[src/rtl/core/oitt_pkg.sv]
// ----------------------------------------------------------------------------
// oitt_pkg
// Shared codes, defaults and controller/datapath link types for the
// open inode tracking table.
// ----------------------------------------------------------------------------
package oitt_pkg;

    // default table depth
    localparam int OITT_ENTRIES = 64;

    // field widths
    localparam int MODE_W   = 2;
    localparam int INODE_W  = 32;
    localparam int STATUS_W = 2;

    // operation codes
    localparam logic [MODE_W-1:0] MODE_CHECK = 2'd0;
    localparam logic [MODE_W-1:0] MODE_TAG   = 2'd1;
    localparam logic [MODE_W-1:0] MODE_FREE  = 2'd2;
    localparam logic [MODE_W-1:0] MODE_NOP   = 2'd3;

    // status codes
    localparam logic [STATUS_W-1:0] ST_OK      = 2'd0;
    localparam logic [STATUS_W-1:0] ST_PRESENT = 2'd1;
    localparam logic [STATUS_W-1:0] ST_FULL    = 2'd2;
    localparam logic [STATUS_W-1:0] ST_MISSING = 2'd3;

    // controller to datapath commands
    typedef struct packed {
        logic clr;    // write zero at the sweep address and advance
        logic start;  // latch the request word and rewind the scan
        logic scan;   // issue reads and compare
        logic wr;     // write the matching slot
    } t_cmd;

    // datapath to controller status
    typedef struct packed {
        logic clr_last;   // sweep address is at the last slot
        logic hit;        // slot under compare matches the key
        logic scan_last;  // slot under compare is the last slot
    } t_stat;

endpackage

[src/rtl/core/oitt_dp.sv]
// ----------------------------------------------------------------------------
// oitt_dp
// Slot memory with a sweep/scan address counter, registered read port and
// key compare. Writes the matching slot on command.
// ----------------------------------------------------------------------------
module oitt_dp #(
    parameter int ENTRIES = oitt_pkg::OITT_ENTRIES
) (
    input  logic                          i_clk,
    input  logic                          i_rst_n,
    input  oitt_pkg::t_cmd                i_cmd,
    input  logic [oitt_pkg::MODE_W-1:0]   i_mode,
    input  logic [oitt_pkg::INODE_W-1:0]  i_inode,
    output oitt_pkg::t_stat               o_stat
);
    import oitt_pkg::*;

    localparam int AW = (ENTRIES > 1) ? $clog2(ENTRIES) : 1;
    localparam logic [AW-1:0] LAST = AW'(ENTRIES - 1);

    logic [INODE_W-1:0] mem [ENTRIES];

    logic [AW-1:0]      r_addr;
    logic               r_issue;
    logic [AW-1:0]      r_rd_idx;
    logic               r_rd_vld;
    logic [INODE_W-1:0] r_rd_data;
    logic [INODE_W-1:0] r_key;
    logic [INODE_W-1:0] r_wdata;

    logic [AW-1:0]      n_wr_addr;
    logic [INODE_W-1:0] n_wr_data;
    logic               n_wr_en;

    // address counter and read pipeline control
    always_ff @(posedge i_clk) begin
        if (!i_rst_n) begin
            r_addr   <= '0;
            r_issue  <= 1'b0;
            r_rd_vld <= 1'b0;
        end else if (i_cmd.clr) begin
            if (r_addr != LAST) begin
                r_addr <= r_addr + AW'(1);
            end
        end else if (i_cmd.start) begin
            r_addr   <= '0;
            r_issue  <= 1'b1;
            r_rd_vld <= 1'b0;
        end else if (i_cmd.scan) begin
            r_rd_vld <= r_issue;
            r_rd_idx <= r_addr;
            if (r_issue) begin
                if (r_addr == LAST) begin
                    r_issue <= 1'b0;
                end else begin
                    r_addr <= r_addr + AW'(1);
                end
            end
        end
    end

    // request word: a tag searches for a free slot and writes the number
    always_ff @(posedge i_clk) begin
        if (i_cmd.start) begin
            r_key   <= (i_mode == MODE_TAG) ? '0 : i_inode;
            r_wdata <= (i_mode == MODE_TAG) ? i_inode : '0;
        end
    end

    // write port select
    always_comb begin
        n_wr_en   = i_cmd.clr | i_cmd.wr;
        n_wr_addr = i_cmd.clr ? r_addr : r_rd_idx;
        n_wr_data = i_cmd.clr ? '0 : r_wdata;
    end

    // slot memory, one write and one registered read
    always_ff @(posedge i_clk) begin
        if (n_wr_en) begin
            mem[n_wr_addr] <= n_wr_data;
        end
        if (i_cmd.scan && r_issue) begin
            r_rd_data <= mem[r_addr];
        end
    end

    // compare and end of scan
    always_comb begin
        o_stat.clr_last  = (r_addr == LAST);
        o_stat.hit       = r_rd_vld && (r_rd_data == r_key);
        o_stat.scan_last = r_rd_vld && (r_rd_idx == LAST);
    end

endmodule

[src/rtl/core/oitt_ctrl.sv]
// ----------------------------------------------------------------------------
// oitt_ctrl
// Sequencer for the table: clearing sweep after reset, one request at a
// time, scan until first match or end, then hold the status word.
// ----------------------------------------------------------------------------
module oitt_ctrl (
    input  logic                           i_clk,
    input  logic                           i_rst_n,
    input  logic                           i_valid,
    output logic                           o_stall,
    input  logic [oitt_pkg::MODE_W-1:0]    i_mode,
    output logic                           o_valid,
    input  logic                           i_stall,
    output logic [oitt_pkg::STATUS_W-1:0]  o_status,
    output oitt_pkg::t_cmd                 o_cmd,
    input  oitt_pkg::t_stat                i_stat
);
    import oitt_pkg::*;

    typedef enum logic [1:0] {
        S_CLEAR,
        S_IDLE,
        S_SCAN,
        S_RESP
    } t_state;

    t_state               r_state;
    logic [MODE_W-1:0]    r_mode;
    logic                 r_valid;
    logic [STATUS_W-1:0]  r_status;
    logic                 n_accept;
    logic [STATUS_W-1:0]  n_hit_status;
    logic [STATUS_W-1:0]  n_miss_status;

    assign n_accept = (r_state == S_IDLE) && i_valid;

    // status for a found and a missed slot
    always_comb begin
        case (r_mode)
            MODE_CHECK: begin
                n_hit_status  = ST_PRESENT;
                n_miss_status = ST_OK;
            end
            MODE_TAG: begin
                n_hit_status  = ST_OK;
                n_miss_status = ST_FULL;
            end
            MODE_FREE: begin
                n_hit_status  = ST_OK;
                n_miss_status = ST_MISSING;
            end
            default: begin
                n_hit_status  = ST_OK;
                n_miss_status = ST_OK;
            end
        endcase
    end

    // commands to the datapath
    always_comb begin
        o_cmd.clr   = (r_state == S_CLEAR);
        o_cmd.start = n_accept && (i_mode != MODE_NOP);
        o_cmd.scan  = (r_state == S_SCAN);
        o_cmd.wr    = (r_state == S_SCAN) && i_stat.hit
                      && ((r_mode == MODE_TAG) || (r_mode == MODE_FREE));
    end

    // state and registered outputs
    always_ff @(posedge i_clk) begin
        if (!i_rst_n) begin
            r_state <= S_CLEAR;
            r_valid <= 1'b0;
        end else begin
            case (r_state)
                S_CLEAR: begin
                    if (i_stat.clr_last) begin
                        r_state <= S_IDLE;
                    end
                end
                S_IDLE: begin
                    if (n_accept) begin
                        r_mode <= i_mode;
                        if (i_mode == MODE_NOP) begin
                            r_status <= ST_OK;
                            r_valid  <= 1'b1;
                            r_state  <= S_RESP;
                        end else begin
                            r_state <= S_SCAN;
                        end
                    end
                end
                S_SCAN: begin
                    if (i_stat.hit) begin
                        r_status <= n_hit_status;
                        r_valid  <= 1'b1;
                        r_state  <= S_RESP;
                    end else if (i_stat.scan_last) begin
                        r_status <= n_miss_status;
                        r_valid  <= 1'b1;
                        r_state  <= S_RESP;
                    end
                end
                S_RESP: begin
                    if (!i_stall) begin
                        r_valid <= 1'b0;
                        r_state <= S_IDLE;
                    end
                end
                default: begin
                    r_state <= S_CLEAR;
                    r_valid <= 1'b0;
                end
            endcase
        end
    end

    assign o_stall  = (r_state != S_IDLE);
    assign o_valid  = r_valid;
    assign o_status = r_status;

endmodule

[src/rtl/core/open_inode_tracking_table.sv]
// ----------------------------------------------------------------------------
// Each accepted word rewinds the scan, which reads the slots in order from
//   index 0 over the registered read port and registers the status on the
//   first match or after the last slot; the unused mode skips the scan.
// Throughput: one word at a time, set by the slot-by-slot scan over the single
//   read port of the slot memory.
// Reset: a clearing sweep zeroes every slot; input is stalled until it ends.
// ----------------------------------------------------------------------------
// open_inode_tracking_table
// Set table of open inode numbers: check, tag into the lowest free slot and
// free the lowest matching slot, answered with one status word each.
// ----------------------------------------------------------------------------
module open_inode_tracking_table #(
    parameter int ENTRIES = oitt_pkg::OITT_ENTRIES
) (
    input  logic                           i_clk,
    input  logic                           i_rst_n,
    input  logic                           i_valid,
    output logic                           o_stall,
    input  logic [oitt_pkg::MODE_W-1:0]    i_mode,
    input  logic [oitt_pkg::INODE_W-1:0]   i_inode,
    output logic                           o_valid,
    input  logic                           i_stall,
    output logic [oitt_pkg::STATUS_W-1:0]  o_status
);
    import oitt_pkg::*;

    t_cmd  w_cmd;
    t_stat w_stat;

    // sequencer
    oitt_ctrl u_ctrl (
        .i_clk    (i_clk),
        .i_rst_n  (i_rst_n),
        .i_valid  (i_valid),
        .o_stall  (o_stall),
        .i_mode   (i_mode),
        .o_valid  (o_valid),
        .i_stall  (i_stall),
        .o_status (o_status),
        .o_cmd    (w_cmd),
        .i_stat   (w_stat)
    );

    // slot memory and compare
    oitt_dp #(
        .ENTRIES (ENTRIES)
    ) u_dp (
        .i_clk   (i_clk),
        .i_rst_n (i_rst_n),
        .i_cmd   (w_cmd),
        .i_mode  (i_mode),
        .i_inode (i_inode),
        .o_stat  (w_stat)
    );

    // busy after every accepted word
    a_busy_after_accept: assert property (@(posedge i_clk) disable iff (!i_rst_n)
        (i_valid && !o_stall) |=> o_stall)
        else $error("input accepted while previous word in flight");

    // no input taken while a status word is pending
    a_stall_on_result: assert property (@(posedge i_clk) disable iff (!i_rst_n)
        o_valid |-> o_stall)
        else $error("input open while status word pending");

    // a slot write only happens during a scan with a match
    a_write_on_hit: assert property (@(posedge i_clk) disable iff (!i_rst_n)
        w_cmd.wr |-> (w_cmd.scan && w_stat.hit))
        else $error("slot write without a match");

    // nothing comes out right after reset
    a_reset_quiet: assert property (@(posedge i_clk)
        !i_rst_n |=> !o_valid)
        else $error("status word after reset");

endmodule
[config.mk]
export PLATFORM = sky130hd
export DESIGN_NAME = open_inode_tracking_table
export DESIGN_NICKNAME = d
export VERILOG_FILES = /design/src/rtl/core/oitt_pkg.sv /design/src/rtl/core/oitt_dp.sv /design/src/rtl/core/oitt_ctrl.sv /design/src/rtl/core/open_inode_tracking_table.sv
export SDC_FILE = /design/constraint.sdc
export NUM_CORES = 2
export LEC_CHECK = 0
export BUFFER_PORTS_ARGS = -buffer_cell sky130_fd_sc_hd__buf_2
export CAP_MARGIN = 30
export CORE_AREA = 2 2 433 392
export DETAILED_ROUTE_END_ITERATION = 12
export DIE_AREA = 0 0 435 394
export PLACE_DENSITY = 0.76
export SLEW_MARGIN = 20
export SYNTH_ARGS = -nofsm -noshare
export SYNTH_HDL_FRONTEND = slang
export SYNTH_SLANG_ARGS = --single-unit
[constraint.sdc]
create_clock -name i_clk -period 10.5 [get_ports i_clk]
set_input_delay 0.525 -clock i_clk [delete_from_list [all_inputs] [get_ports i_clk]]
set_output_delay 0.525 -clock i_clk [all_outputs]
set_load 0.02 [all_outputs]
==> run summary <==
For the net switching power, the log shows 6.75 mW. At the pin with the least slew margin, the transition time is 1.01 ns. Max-cap violations in this run came to 0. Top cell type's share of synthesized area: 77.8%.

In this run the cell area measured after placement is 87100 um^2. IR analysis of the VDD net gives a maximum drop of 0.219 mV. STA classifies the critical path startpoint as a flop. The sequential power share is 45.2%, and the number of cells after detailed placement is 5845.

The minimum clock period after layout works out to 4.77 ns. The end of the worst hold path was u_dp.r_key[21]$_SDFFCE_PN0P_. The number of DRC markers after the initial detailed-route iteration was 6148; the layout cell share with drive strength beyond 1 was 29.6%. Summed over all layers, the global routing overflow is 0.

After clock tree synthesis, the setup repair step added 0 buffers. The starting density of the core is 49.7%, and the number of global-route vias before repair is 40.4k. The maximum single-stage delay on the critical path is 0.91 ns, and the share of the core filled with cells is 55.9%.

The run gives 48 as the number of distinct library cells after synthesis. Wire length of the first global-routing pass: 297 mm. Setup repair after global routing left no endpoint under its margin. Dominant synthesized flop cell: edfxtp_1.

After routing the design area is 93600 um^2. Dividing the synthesized area by the synthesized cell count gives 23.0 um^2. Counting cells, the worst reg-to-reg path comes to 6. The placement row count is 143, and the instance count of the mapped netlist is 3613. The mapped netlist covers 83200 um^2. TritonCTS built the clock tree.

The flow ran to the end, and the final reports show no timing, DRC or antenna violations. For the count of pins over their slew limit, the log shows 0. The worst hold path was traced through 2 stages.

The count of buffers added on input and output ports is 41. The worst setup path is of the flop to flop kind. Pre-CTS worst setup slack: 5.73 ns. Number of routed nets with antenna violations: 0. edfxtp_1 takes more of the synthesized area than any other cell.

Post-synthesis to final-layout area growth: 12.5%. Hold is met by 0.0545 ns. The logs give 0 for the remaining routing DRC violations and 0 for the yosys synthesis warning count. 42 I/O pins were placed. The tools report the power share of the clock group as 30.2%. In this run the tightest slew margin relative to its limit is 32.5%.

Summed over all layers, the routed wires come to 210 mm. For this block, the via count after detailed routing is 40.7k. The wire length per cell came out at 33.8 um. Setup violations remaining at the end of the flow were counted as 0. The maximum fanout along the worst path works out to 43. After routing, the total negative slack on setup checks comes to 0 ns. The run gives 5.73 ns as the smallest setup slack after layout. The congestion estimate from routability-driven global placement came to 0.885.

The reg-to-reg setup timing slack was 5.73 ns. In the layout the commonest cells are 2154 x edfxtp_1, 607 x mux4_2, 206 x clkbuf_16. The reg-to-reg startpoint is u_dp.r_addr[0]$_SDFFE_PN0P_. The core box area is 167000 um^2. The critical path's slowest cell is dfxtp_4. The tools report the synthesized netlist net count as 3658. The floorplan die height works out to 394 um. The tools report the internal power consumption as 16.7 mW. Counting the buffers created by CTS gives 204.

CTS placed an instance of clkbuf_16 at the clock tree root. The buffer levels on the longest clock path was 3; the required time at the endpoint of the critical path was 11.04 ns. In this run the most critical hold path is launched from i_inode[21]. At the end of the flow, the number of nets in the layout was 3856. The synthesis-stage register bit count works out to 2165. The sequential area share after synthesis was 78.1%; the power after layout was 23.4 mW. The global-route usage over all layers was 24.4%. CTS built an H-tree with a depth of 4. The number of clock sinks came out at 2165. The run gives 0 as the hold violation count in the final report. Summed over all cells, the static leakage comes to 29.1 nW. Entering global routing, the biggest net connects 91 pins. Net switching is 28.8% of the power. The maximum frequency from static timing analysis is 210 MHz, and the number of search-and-repair iterations in the first detailed-routing pass is 6. The worst setup path is captured at a flop.

Endpoint of the worst register-to-register path: u_dp.r_rd_data[10]$_DFFE_PP_. The data arrival time of the critical path is 5.31 ns. Ranked by total cell area, the synthesized netlist is headed by edfxtp_1 78%, mux4_2 16%, nand2_1 0.76%. The signal on the critical path passes through buf_4 > buf_4 > mux4_2 > mux4_2 > a22oi_1 > nand2_1.

Between clock sinks in the finished design, the worst skew comes to 0.0266 ns. The vias per cell is 6.54. The total power per unit cell area is 250 nW/um^2. Measured along the x axis, the die boundary spans 435 um. The clock reaches the later pin of the worst-skew pair after 0.82 ns.

The worst hold path belongs to the class primary input to flop. The die footprint came out at 171000 um^2. The library cell used most frequently in the layout, excluding fill and tap cells, is edfxtp_1.

The combinational group share of total power was 24.6%; the async set or reset register ratio after synthesis was 0%. Once detailed placement completed, the half-perimeter wirelength came to 107 mm. The number of standard cells in the final layout excluding fillers is 6220, and the number of antenna violations at the first check in global routing is 13. The register clock-pin slew on the reported worst setup and hold paths was 0.06 ns; the number of enable flip-flop cells after synthesis was 2154. Of the available clock period, the critical path in the final layout requires 45.4%.
==> state kept, by name, summed over array words and instances (netlist names) <==
name and cells:
u_dp.r_rd_idx 6, u_ctrl.r_state 2, u_dp.r_addr 6, u_ctrl.o_status 2, u_dp.r_key 32, u_dp.mem 2048
u_dp.r_rd_data 32, u_dp.r_wdata 32, u_ctrl.o_valid 1, u_ctrl.r_mode 2, u_dp.r_issue 1, u_dp.r_rd_vld 1
==> worst max-delay path by stage <==
stage               depth (start not counted)  slack (ns)                            to                   startpoint
finish                                      6        5.73  u_dp.r_rd_data[10]$_DFFE_PP_  u_dp.r_addr[0]$_SDFFE_PN0P_
global route                                8        5.44   u_dp.r_rd_data[7]$_DFFE_PP_  u_dp.r_addr[0]$_SDFFE_PN0P_
CTS                                         6        5.70  u_dp.r_rd_data[10]$_DFFE_PP_  u_dp.r_addr[0]$_SDFFE_PN0P_
detailed placement                          6        5.73  u_dp.r_rd_data[10]$_DFFE_PP_  u_dp.r_addr[0]$_SDFFE_PN0P_
global placement                            8        5.66   u_dp.r_rd_data[7]$_DFFE_PP_  u_dp.r_addr[0]$_SDFFE_PN0P_
floorplan                                   8        6.78     u_dp.mem[10][0]$_DFFE_PP_  u_dp.r_rd_data[2]$_DFFE_PP_
==> Yosys cell counts, drive strengths merged (3+ instances only) <==
cell    count
nor2       87
nor2b      49
inv        12
nand2b      8
a211oi     35
edfxtp   2154
nand4       8
a221o       4
nor3        6
and3        3
xor2        5
nand2     168
buf       112
a21oi       6
and3b       5
ha          7
xnor2      24
mux2i       5
mux4      607
clkbuf     78
o21ai       4
nand3       6
a22oi      58
a31oi      36
dfxtp      11
a22o        4
and2       90
==> power groups by stage <==
stage | logic, mW | clock network (mW) | registers (mW)
after floorplan | 3.75 | 0 | 10.7
after global placement | 5.54 | 0 | 10.7
after detailed placement | 5.63 | 0 | 10.8
after CTS | 5.70 | 7.14 | 10.6
after global routing | 6.02 | 7.46 | 10.6
final | 5.77 | 7.07 | 10.6
==> per-layer routing <==
metal | vias up | routed length (um) | global-route usage (%)
met5 | - | 84 | 0
met2 | 2984 | 101000 | 38.3
li1 | 15700 | - | -
met1 | 21600 | 75500 | 33.8
met3 | 420 | 26000 | 5.88
met4 | 12 | 8010 | 9.05
==> cells by family (layout without fill, tap and decap cells) <==
| group | count (synthesis) | after routing | synth area share (%) |
|---|---|---|---|
| XOR/XNOR | 29 | 29 | 0.305 |
| other | 0 | 3 | 0 |
| multiplexers | 614 | 614 | 16.5 |
| flip-flops | 2165 | 2165 | 78.1 |
| buffers and inverters | 203 | 560 | 1.10 |
| AO/OA/AOI/OAI | 160 | 160 | 1.40 |
| AND/OR/NAND/NOR | 435 | 435 | 2.51 |
| adder cells (fa/ha/maj) | 7 | 7 | 0.105 |
==> critical path: cells and delay by family, from the launching register on <==
| family | cells | cell delay, ns |
|---|---|---|
| AOI/OAI and AO/OA | 1 | 0.67 |
| buffers and inverters | 2 | 1.52 |
| muxes | 2 | 1.19 |
| and+or+nand+nor | 1 | 0.13 |
| DFF | 1 | 0.91 |
==> repair_timing <==
action                                  in CTS  in global routing
hold buffers                                 5                  0
resized for setup                            0                  0
endpoints found under the hold margin        6                  0
endpoints found under the setup margin       0                  0
==> final cells by class <==
type                    instances  area (um^2)
fillers                     11800        73900
inverters                      13         50.0
multi-input cells            1245        18100
well taps                    2247         2810
repair buffers                182         1350
flip-flops and latches       2165        64900
clock inverters               112         1010
diodes                          3         7.51
clock buffers                 253         5330
Power figures use the tool's default switching activity.
